--- config.mk ---
export PLATFORM = sky130hd
export DESIGN_NAME = tea_csr
export DESIGN_NICKNAME = d
export VERILOG_FILES = /design/src/hw/rtl/tea_pkg.sv /design/src/hw/rtl/tea_csr.sv
export SDC_FILE = /design/constraint.sdc
export NUM_CORES = 1
export LEC_CHECK = 0
export BUFFER_PORTS_ARGS = -buffer_cell sky130_fd_sc_hd__buf_2
export CAP_MARGIN = 20
export CORE_MARGIN = 2
export CORE_UTILIZATION = 41
export DETAILED_ROUTE_END_ITERATION = 7
export PLACE_DENSITY = 0.66
export SLEW_MARGIN = 25
export SYNTH_ARGS = -nofsm -noshare
export SYNTH_HDL_FRONTEND = slang
export SYNTH_SLANG_ARGS = --single-unit
--- constraint.sdc ---
create_clock -name clock -period 2.9 [get_ports clock]
set_clock_uncertainty 0.15 [all_clocks]
set_input_delay 0.29 -clock clock [delete_from_list [all_inputs] [get_ports clock]]
set_output_delay 0.29 -clock clock [all_outputs]
set_load 0.1 [all_outputs]
--- src/hw/rtl/tea_pkg.sv ---
// tea_pkg: shared types, constants and the round mixing function
// for the tea block cipher pipeline; no dependencies

package tea_pkg;

   localparam int unsigned WORD_W         = 32;
   localparam int unsigned ROUNDS_DEFAULT = 16;
   localparam int unsigned CSR_ADDR_W     = 4;
   localparam int unsigned CSR_DATA_W     = 32;
   localparam logic [WORD_W-1:0] DELTA    = 32'h9e37_79b9;

   typedef logic [WORD_W-1:0] word_type;

   typedef enum logic [1:0] {
      REG_KEY0 = 2'd0,
      REG_KEY1 = 2'd1,
      REG_KEY2 = 2'd2,
      REG_KEY3 = 2'd3
   } reg_index_type;

   typedef enum logic {
      OP_ENCRYPT = 1'b0,
      OP_DECRYPT = 1'b1
   } op_type;

   typedef struct packed {
      word_type k3;
      word_type k2;
      word_type k1;
      word_type k0;
   } key_type;

   typedef struct packed {
      op_type   op;
      word_type right;
      word_type left;
   } beat_type;

   // round sum constant, delta times n modulo 2^32
   function automatic word_type delta_mult(input int unsigned n);
      logic [63:0] prod;
      prod = 64'(DELTA) * 64'(n);
      return prod[WORD_W-1:0];
   endfunction

   function automatic word_type tea_mix(input word_type v, input word_type sum,
                                        input word_type ka, input word_type kb);
      word_type a;
      word_type b;
      word_type c;
      a = (v << 4) + ka;
      b = v + sum;
      c = (v >> 5) + kb;
      return a ^ b ^ c;
   endfunction

endpackage

--- src/hw/rtl/tea_csr.sv ---
// tea_csr: key registers behind the apb-style configuration port
// depends on tea_pkg

module tea_csr (
   input  logic                               clock,
   input  logic                               reset,
   input  logic                               csr_psel,
   input  logic                               csr_penable,
   input  logic                               csr_pwrite,
   input  logic [tea_pkg::CSR_ADDR_W-1:0]     csr_paddr,
   input  logic [tea_pkg::CSR_DATA_W-1:0]     csr_pwdata,
   output logic [tea_pkg::CSR_DATA_W-1:0]     csr_prdata,
   output logic                               csr_pready,
   output tea_pkg::key_type                   key
);

   tea_pkg::key_type      key_ff;
   tea_pkg::key_type      key_in;
   tea_pkg::reg_index_type reg_idx;
   logic                  wr_en;

   assign reg_idx    = tea_pkg::reg_index_type'(csr_paddr[3:2]);
   assign wr_en      = csr_psel & csr_penable & csr_pwrite & csr_pready;
   assign csr_pready = 1'b1;
   assign key        = key_ff;

   always_comb begin
      key_in = key_ff;
      if (wr_en) begin
         unique case (reg_idx)
            tea_pkg::REG_KEY0: key_in.k0 = csr_pwdata;
            tea_pkg::REG_KEY1: key_in.k1 = csr_pwdata;
            tea_pkg::REG_KEY2: key_in.k2 = csr_pwdata;
            tea_pkg::REG_KEY3: key_in.k3 = csr_pwdata;
            default:           key_in = key_ff;
         endcase
      end
   end

   always_comb begin
      unique case (reg_idx)
         tea_pkg::REG_KEY0: csr_prdata = key_ff.k0;
         tea_pkg::REG_KEY1: csr_prdata = key_ff.k1;
         tea_pkg::REG_KEY2: csr_prdata = key_ff.k2;
         tea_pkg::REG_KEY3: csr_prdata = key_ff.k3;
         default:           csr_prdata = '0;
      endcase
   end

   always_ff @(posedge clock) begin
      if (reset) begin
         key_ff <= '0;
      end else begin
         key_ff <= key_in;
      end
   end

endmodule

==> metrics.md, run 1 <==
| Metric | Value |
|---|---|
| Status | complete, no violations |
| GRT Max-Usage Layer | met2 |
| Worst slew pin tran | 0.815 ns |
| Number of diodes | 0 |
| Peak Freq | 0.453 GHz |
| FF+latch area | 2560 µm² |
| Avg Vias per Cell | 4.97 |
| Remaining DRCs | 0 |
| CP max stage cell | mux4_2 |
| Minimum clock period | 2.21 ns |
| Met1 Use GR | 24.7% |
| First-pass GRT wire length | 23,200 µm |
| Routed Antenna Nets | 0 |
| Post-route clock period utilization | 76.1% |
| Vias in the first global route | 4,484 |
| DRT iter0 DRCs | 178 |
| Startpoint Class | input port |
| Syn Nets | 540 |
| Power Density | 585 nW/µm² |
| Share of cells above drive strength 1 | 39.6% |
| Root Driver | clkbuf_16 |
| Setup TNS Final | 0 ns |
| Count of final max-slew check failures | 0 |
| Mapped Area | 5920 µm² |
| Post-Synthesis Cells | 499 |
| Die area | 15,400 µm² |
| Final setup viols | 0 |
| Crit-path max cell delay | 0.54 ns |
| Hold Crit Start | csr_pwdata[5] |
| Initial Util | 42.3% |
| Reg2Reg Capture Point | key[26] |
| Routed WL | 14,900 µm |
| Routing usage on met3 | 5.04% |
| Yosys reg bits | 128 |
| Post_cts resized | 0 |
| Hold Path Stages | 3 |
| Core Util, Final | 54.8% |
| Die Span X | 124 µm |
| CTS tree | built |
| Layout fillers | 1,236 |
| Layout area overhead | 29.5% |
| Detailed Routing Iterations Pass 1 | 4 |
| Final nets | 728 |
| GRT met2 Usage | 33.3% |
| Critical path class | input port to primary output |
| Required @ worst endpoint | 2.46 ns |
| Rows | 43 |
| Setup Buffers After CTS | 0 |
| Synth warnings | 0 |
| RSZ-0062 raised after global routing | false |
| Largest net degree at the start of global routing | 83 |
| CTS Sinks | 128 |
| Min-delay worst type | input port to flop |
| Worst-path cell chain | buf_2, buf_4, mux4_2, buf_2 |
| Sequential share of the synthesized area | 43.3% |
| Initial antenna violation count | 0 |
| Placed Area | 7040 µm² |
| CTS Buf Count | 17 |
| Reg-to-reg startpoint | key[26] |
| GRT Total Usage | 19.8% |
| Hold buffers post-CTS | 0 |
| Avg Cell Area, Syn | 11.9 µm² |
| Core area | 14,000 µm² |
| Final Hold Viols | 0 |
| Most used cell, CP | buf_2 |
| Ports | 202 |
| Routed len/inst | 16.9 µm |
| Leak Pwr | 3.95 nW |
| Commonest non-fill, non-tap cell in the layout | buf_2 |
| Worst r2r path cells | 2 |
| Footprint of the multi-input gates | 3100 µm² |
| Peak VDD IR | 0.000384 V |
| Slew HR | 45.7% |
| Routed vias | 4,377 |
| Longest Clk Path Bufs | 2 |
| Final HPWL DP | 10,300 µm |
| Synth cell types | 19 |
| Port Buffer Count | 198 |
| Most frequent cells in the layout | buf_2 (197), nand2b_1 (129), mux2i_1 (128), dfxtp_1 (128), mux4_2 (32) |
| Max Fanout on Critical Path | 12 |
| Placer Congestion | 0.710 |
| Max-cap violation count | 0 |
| Largest register FFs | 128 |
| Skew-Pair Late Insertion Delay | 0.41 ns |
| Worst R2R Setup Slack | 1.93 ns |
| WHS Endpoint | key[37] |
| Final Cell Area | 7660 µm² |
| Worst Setup Slack post-DPL | 0.665 ns |
| Grt ovf | 0 |
| Clk pin slew, worst setup/hold paths | 0.05 ns |
| H-Tree Depth | 4 |
| Slack of the critical path | 0.692 ns |
| Crit path DAT | 1.77 ns |
| Setup crit end kind | primary output |
| Die height | 124 µm |
==> stage by stage <==
stage | instances | power, W | hold WS, ns
after global routing | 880 | 0.00464 | 0.0792
after floorplan | 499 | 0.00222 | 0.361
after global placement | 848 | 0.00231 | 0.318
after CTS | 880 | 0.00453 | 0.0501
after detailed placement | 848 | 0.00232 | 0.325
final | 880 | 0.00448 | 0.0661
==> cells in the mapped netlist, drive strengths merged <==
cell | instances | area (µm²)
nand4 | 1 | 6.26
and3 | 2 | 18.8
conb | 1 | 3.75
clkbuf | 23 | 86.3
mux4 | 32 | 721
nor2 | 1 | 3.75
nand3b | 1 | 7.51
or3b | 1 | 8.76
or2 | 1 | 6.26
or2b | 31 | 233
nand3 | 1 | 5.00
nand2b | 129 | 807
dfxtp | 128 | 2560
buf | 19 | 166
mux2i | 128 | 1280
==> how the worst max path moves through the flow <==
stage	end	slack (ns)	cells past startpoint	startpoint
floorplan	csr_prdata[0]	0.74	1	key[32]
global placement	csr_prdata[21]	0.68	4	csr_paddr[2]
detailed placement	csr_prdata[21]	0.67	4	csr_paddr[2]
CTS	csr_prdata[21]	0.67	4	csr_paddr[2]
global route	csr_prdata[21]	0.60	4	csr_paddr[2]
finish	csr_prdata[21]	0.69	4	csr_paddr[2]
==> where the power goes <==
part	internal, W	total, W	switching [W]	leakage, nW
Clock	0.00144	0.00220	0.000761	0.303
Combinational	0.000132	0.000481	0.000349	2.61
Sequential	0.00178	0.00180	0.0000177	1.03
Total	0.00336	0.00448	0.00113	3.95
==> worst max-delay path: cells and delay by family <==
kind                   cells  cell delay (ns)
buffers and inverters      3             0.92
multiplexers               1             0.54
==> routing by layer <==
metal  vias up  share of wire, %
met5         -                 0
met2       142                49
met4         0               1.3
li1       2096                 -
met3        17               5.4
met1      2122                44
==> final cells by class <==
class | count | area share [%]
multi-input combinational | 329 | 40.5
sequential | 128 | 33.4
timing repair buffer | 211 | 15.1
clock buffer | 23 | 6.37
tap | 180 | 2.94
clock inverter | 9 | 1.70
==> logic make-up after synthesis <==
| kind of cell | count (synthesis) | share of synthesized area, % |
|---|---|---|
| muxes | 160 | 33.8 |
| other | 1 | 0.0634 |
| DFF | 128 | 43.3 |
| and+or+nand+nor | 168 | 18.5 |
| buffers and inverters | 42 | 4.27 |
(Power assumes the default switching activity.)
==> run 2, diff against run 1 <==
--- a/config.mk
+++ b/config.mk
@@ -10,7 +10,7 @@
 export CORE_MARGIN = 2
 export CORE_UTILIZATION = 41
 export DETAILED_ROUTE_END_ITERATION = 7
-export PLACE_DENSITY = 0.66
+export PLACE_DENSITY = 0.69
 export SLEW_MARGIN = 25
 export SYNTH_ARGS = -nofsm -noshare
 export SYNTH_HDL_FRONTEND = slang
==> constraint.sdc (replaced) <==
create_clock -name clock -period 1.93 [get_ports clock]
set_clock_uncertainty 0.15 [all_clocks]
set_input_delay 0.193 -clock clock [delete_from_list [all_inputs] [get_ports clock]]
set_output_delay 0.193 -clock clock [all_outputs]
set_load 0.1 [all_outputs]
==> run 2 against run 1 <==
  * Sequential cell count did not move
  * Combinational power rose by 62%
  * Highest routed layer is now met5
  * Die area did not move
  * Register-to-register slack got worse by 0.95 ns
  * Non-clock buffer count rose by 33
  * Global-route usage fell by 0.099 points
  * Cell count rose by 3.6%
==> metrics.md, run 2 (synthesis results as in run 1) <==
| Metric | Value |
|---|---|
| Die Span X | 124 µm |
| Skew-Pair Late Insertion Delay | 0.41 ns |
| Remaining DRCs | 0 |
| Peak VDD IR | 0.000564 V |
| Root Driver | clkbuf_16 |
| Placed Area | 7240 µm² |
| Routed len/inst | 16.5 µm |
| Share of cells above drive strength 1 | 55.3% |
| Worst slew pin tran | 0.779 ns |
| H-Tree Depth | 4 |
| Detailed Routing Iterations Pass 1 | 4 |
| Setup Buffers After CTS | 0 |
| Commonest non-fill, non-tap cell in the layout | buf_2 |
| Critical path class | flop to primary output |
| Vias in the first global route | 4,469 |
| Post_cts resized | 0 |
| Leak Pwr | 4.14 nW |
| RSZ-0062 raised after global routing | false |
| Largest net degree at the start of global routing | 62 |
| First-pass GRT wire length | 23,100 µm |
| Crit-path max cell delay | 0.49 ns |
| Required @ worst endpoint | 1.59 ns |
| Power Density | 809 nW/µm² |
| Clk pin slew, worst setup/hold paths | 0.06 ns |
| Initial antenna violation count | 1 |
| CTS Buf Count | 17 |
| Most frequent cells in the layout | buf_2 (197), nand2b_1 (129), mux2i_1 (128), dfxtp_2 (128), mux4_2 (32) |
| Setup TNS Final | 0 ns |
| Longest Clk Path Bufs | 2 |
| Placer Congestion | 0.721 |
| Routed WL | 15,000 µm |
| Slew HR | 48.1% |
| Final Hold Viols | 0 |
| Crit path DAT | 1.54 ns |
| Setup crit end kind | primary output |
| Avg Vias per Cell | 4.94 |
| Routed vias | 4,502 |
| Initial Util | 42.3% |
| GRT Total Usage | 19.7% |
| CTS Sinks | 128 |
| Final HPWL DP | 10,300 µm |
| Final nets | 761 |
| Hold buffers post-CTS | 31 |
| Count of final max-slew check failures | 0 |
| Grt ovf | 0 |
| Peak Freq | 0.530 GHz |
| Layout area overhead | 37.5% |
| Fin cells | 912 |
| Max Fanout on Critical Path | 3 |
| DRT iter0 DRCs | 182 |
| Die area | 15,400 µm² |
| Number of diodes | 0 |
| Worst-path cell chain | mux4_2, buf_2 |
| Post-route clock period utilization | 97.7% |
| Port Buffer Count | 198 |
| Max-cap violation count | 0 |
| Startpoint Class | flop |
| Ports | 202 |
| Final setup viols | 0 |
| CTS tree | built |
| Min-delay worst type | input port to flop |
| Routed Antenna Nets | 0 |
| Final Cell Area | 8130 µm² |
| Die height | 124 µm |
| Largest register FFs | 128 |
| Placed insts | 850 |
| Core area | 14,000 µm² |
| Status | complete, no violations |
| Rows | 43 |
| CP max stage cell | mux4_2 |
| Minimum clock period | 1.89 ns |
==> run 2: final timing paths <==
check / startpoint / end / slack (ns) / cells past startpoint
min reg2reg: key[87] / key[87] / 0.32 / 2
min: csr_pwdata[20] / key[116] / 0.04 / 3
max reg2reg: key[15] / key[15] / 0.98 / 2
max: key[96] / csr_prdata[0] / 0.04 / 2
==> run 2: worst max-delay path: cells and delay by family (launching register included) <==
| family | cells | cell delay, ns |
|---|---|---|
| buffers and inverters | 1 | 0.31 |
| flip-flops | 1 | 0.33 |
| multiplexers | 1 | 0.49 |
==> run 2: per-layer routing <==
| metal | global-route usage [%] | vias to the layer above | wire, µm |
|---|---|---|---|
| met4 | 7.87 | 2 | 241 |
| met3 | 4.85 | 21 | 777 |
| li1 | - | 2166 | - |
| met5 | 0 | - | 13 |
| met2 | 32.8 | 144 | 7510 |
| met1 | 24.6 | 2169 | 6490 |
==> run 2: area by class of cell <==
cell class              count  area [µm²]
fillers                  1162        5850
repair buffers            244        1500
clock inverters             4        47.5
clock buffers              27         533
multi-input cells         329        3100
flip-flops and latches    128        2720
well taps                 180         225
==> run 2: power by group <==
part	internal (W)	switching, W	total [W]
Combinational	0.000247	0.000530	0.000777
Sequential	0.00269	0.0000275	0.00271
Clock	0.00200	0.00109	0.00310
==> run 2: through the flow <==
stage               utilization, %  hold WS [ns]  setup WS (ns)  total power, W
floorplan                        -         0.256          0.140         0.00335
global placement              51.8         0.310          0.170         0.00349
detailed placement            51.8         0.320         0.0952         0.00350
CTS                           58.1        0.0228         0.0249         0.00666
global route                  58.1        0.0440         0.0152         0.00682
finish                        58.1        0.0429         0.0449         0.00658
==> run 3, diff against run 2 <==
--- a/config.mk
+++ b/config.mk
@@ -10,7 +10,7 @@
 export CORE_MARGIN = 2
 export CORE_UTILIZATION = 41
 export DETAILED_ROUTE_END_ITERATION = 7
-export PLACE_DENSITY = 0.69
+export PLACE_DENSITY = 0.66
 export SLEW_MARGIN = 25
 export SYNTH_ARGS = -nofsm -noshare
 export SYNTH_HDL_FRONTEND = slang
==> constraint.sdc (replaced) <==
create_clock -name clock -period 2.44 [get_ports clock]
set_clock_uncertainty 0.15 [all_clocks]
set_input_delay 0.244 -clock clock [delete_from_list [all_inputs] [get_ports clock]]
set_output_delay 0.244 -clock clock [all_outputs]
set_load 0.05 [all_outputs]
==> run 3 against run 2 <==
  * Sequential power down 21%
  * Power down 25%
  * Count of clock-buffer cells in the layout down 7
  * Via count down 2.1%
  * Register-to-register slack better by 0.50 ns
  * Critical path depth up 2
  * Global-route usage about the same
  * Sequential share of layout area up 0.23 points
  * Clock power down 23%
  * Critical path type is now input port to primary output
  * Critical endpoint is now csr_prdata[7]
==> metrics.md, run 3 (synthesis results as in run 1) <==
| Metric | Value |
|---|---|
| CTS tree | built |
| Routed WL | 15,000 µm |
| Final nets | 730 |
| Ports | 202 |
| Final Cell Area | 7600 µm² |
| RSZ-0062 raised after global routing | false |
| CTS Sinks | 128 |
| H-Tree Depth | 4 |
| Min-delay worst type | input port to flop |
| Required @ worst endpoint | 2.05 ns |
| Post-route clock period utilization | 80.5% |
| Instance count on the critical path | 4 |
| DRT iter0 DRCs | 220 |
| Power Density | 653 nW/µm² |
| Placed Area | 7040 µm² |
| Worst R2R Setup Slack | 1.48 ns |
| Layout area overhead | 28.5% |
| Clk pin slew, worst setup/hold paths | 0.06 ns |
| Vias in the first global route | 4,429 |
| Switching Share | 24.2% |
| Critical path class | input port to primary output |
| Commonest non-fill, non-tap cell in the layout | buf_2 |
| Count of final max-slew check failures | 0 |
| CP max stage cell | mux4_2 |
| Largest net degree at the start of global routing | 77 |
| Die Span X | 124 µm |
| Status | complete, no violations |
| Peak VDD IR | 0.000467 V |
| Rows | 43 |
| Internal | 0.00377 W |
| Root Driver | clkbuf_16 |
| Routed len/inst | 17.0 µm |
| Longest Clk Path Bufs | 2 |
| Placer Congestion | 0.708 |
| First-pass GRT wire length | 23,100 µm |
| Slew HR | 46.9% |
| Largest register FFs | 128 |
| Routed vias | 4,408 |
| Final HPWL DP | 10,400 µm |
| Max Fanout on Critical Path | 16 |
| CTS Buf Count | 17 |
| Post_cts resized | 0 |
| Grt ovf | 0 |
| P_sw | 0.00120 W |
| Buf/Inv on CP | 3 |
| Avg Vias per Cell | 5.00 |
| Detailed Routing Iterations Pass 1 | 4 |
| Crit-path max cell delay | 0.52 ns |
| Most used cell, CP | buf_2 |
| Reg2Reg Capture Point | key[30] |
| Startpoint Class | input port |
| Routed Antenna Nets | 0 |
| Final Hold Viols | 0 |
| GRT Total Usage | 19.8% |
| Total Power | 0.00497 W |
| Initial Util | 42.3% |
| Final setup viols | 0 |
| Setup TNS Final | 0 ns |
| Skew-Pair Late Insertion Delay | 0.41 ns |
| Peak Freq | 0.509 GHz |
| Die area | 15,400 µm² |
| Crit path launch | csr_paddr[2] |
| Most frequent cells in the layout | buf_2 (197), nand2b_1 (129), mux2i_1 (128), dfxtp_1 (128), mux4_2 (32) |
| Share of cells above drive strength 1 | 39.5% |
| Reg-to-reg startpoint | key[30] |
| Minimum clock period | 1.96 ns |
| Clock power frac | 48.1% |
| Initial antenna violation count | 0 |
| Combinational Power Share | 8.8% |
| Setup crit end | csr_prdata[7] |
| Leak Pwr | 3.92 nW |
| Worst-path cell chain | buf_2, buf_12, mux4_2, buf_2 |
| Die height | 124 µm |
| Crit path DAT | 1.57 ns |
| Setup crit end kind | primary output |
| Worst r2r path cells | 2 |
| Core area | 14,000 µm² |
| Remaining DRCs | 0 |
| Sequential share of power | 43.1% |
| Port Buffer Count | 198 |
| Top delay family on crit path | buffers and inverters |
| Max-cap violation count | 0 |
| Worst slew pin tran | 0.797 ns |
| Number of diodes | 0 |
| Setup Buffers After CTS | 0 |
## run 3: metal layers
metal	GRT usage, %	vias to the layer above	share of wire (%)
met5	0	-	0
met4	6.11	0	1.1
met3	5.45	11	5.6
met2	33.0	139	50
met1	24.9	2162	43
li1	-	2096	-
## run 3: worst min-delay path by stage
stage	endpoint	cells after the start	slack, ns	from
after floorplan	key[0]	2	0.31	csr_pwdata[0]
after global placement	key[89]	2	0.32	key[89]
after detailed placement	key[99]	2	0.33	key[99]
after CTS	key[13]	3	0.0005	csr_pwdata[13]
after global routing	key[35]	3	0.02	csr_pwdata[3]
final	key[13]	3	0.02	csr_pwdata[13]
## run 3: tightest hold or removal path, stage by stage
cell,delay [ns]
buf_2,0.08
nand2b_1,0.09
mux2i_1,0.13
## run 3: area by class of cell
cell class | instances | area (µm²)
clock inverter | 12 | 119
multi-input combinational | 329 | 3100
sequential | 128 | 2560
tap | 180 | 225
timing repair buffer | 213 | 1160
fill | 1248 | 6380
clock buffer | 20 | 437
## run 3: power groups by stage
| stage | Clock [W] | Sequential, W | Combinational, W |
|---|---|---|---|
| after floorplan | 0 | 0.00227 | 0.000232 |
| after global placement | 0 | 0.00218 | 0.000432 |
| after detailed placement | 0 | 0.00218 | 0.000441 |
| after CTS | 0.00245 | 0.00214 | 0.000443 |
| after global routing | 0.00254 | 0.00214 | 0.000468 |
| final | 0.00239 | 0.00214 | 0.000438 |
## run 3: repair_timing
| item | CTS | global route |
|---|---|---|
| hold endpoints to repair | 1 | 0 |
| hold buffers | 1 | 0 |
| endpoints found under the setup margin | 0 | 0 |
## run 3: stage by stage
step	hold slack, ns	instances	util [%]	setup WS [ns]
floorplan	0.315	499	-	0.664
global placement	0.318	849	50.3	0.484
global route	0.0243	882	54.4	0.392
detailed placement	0.330	849	50.3	0.429
CTS	0.000512	882	54.4	0.455
finish	0.0243	882	54.4	0.475
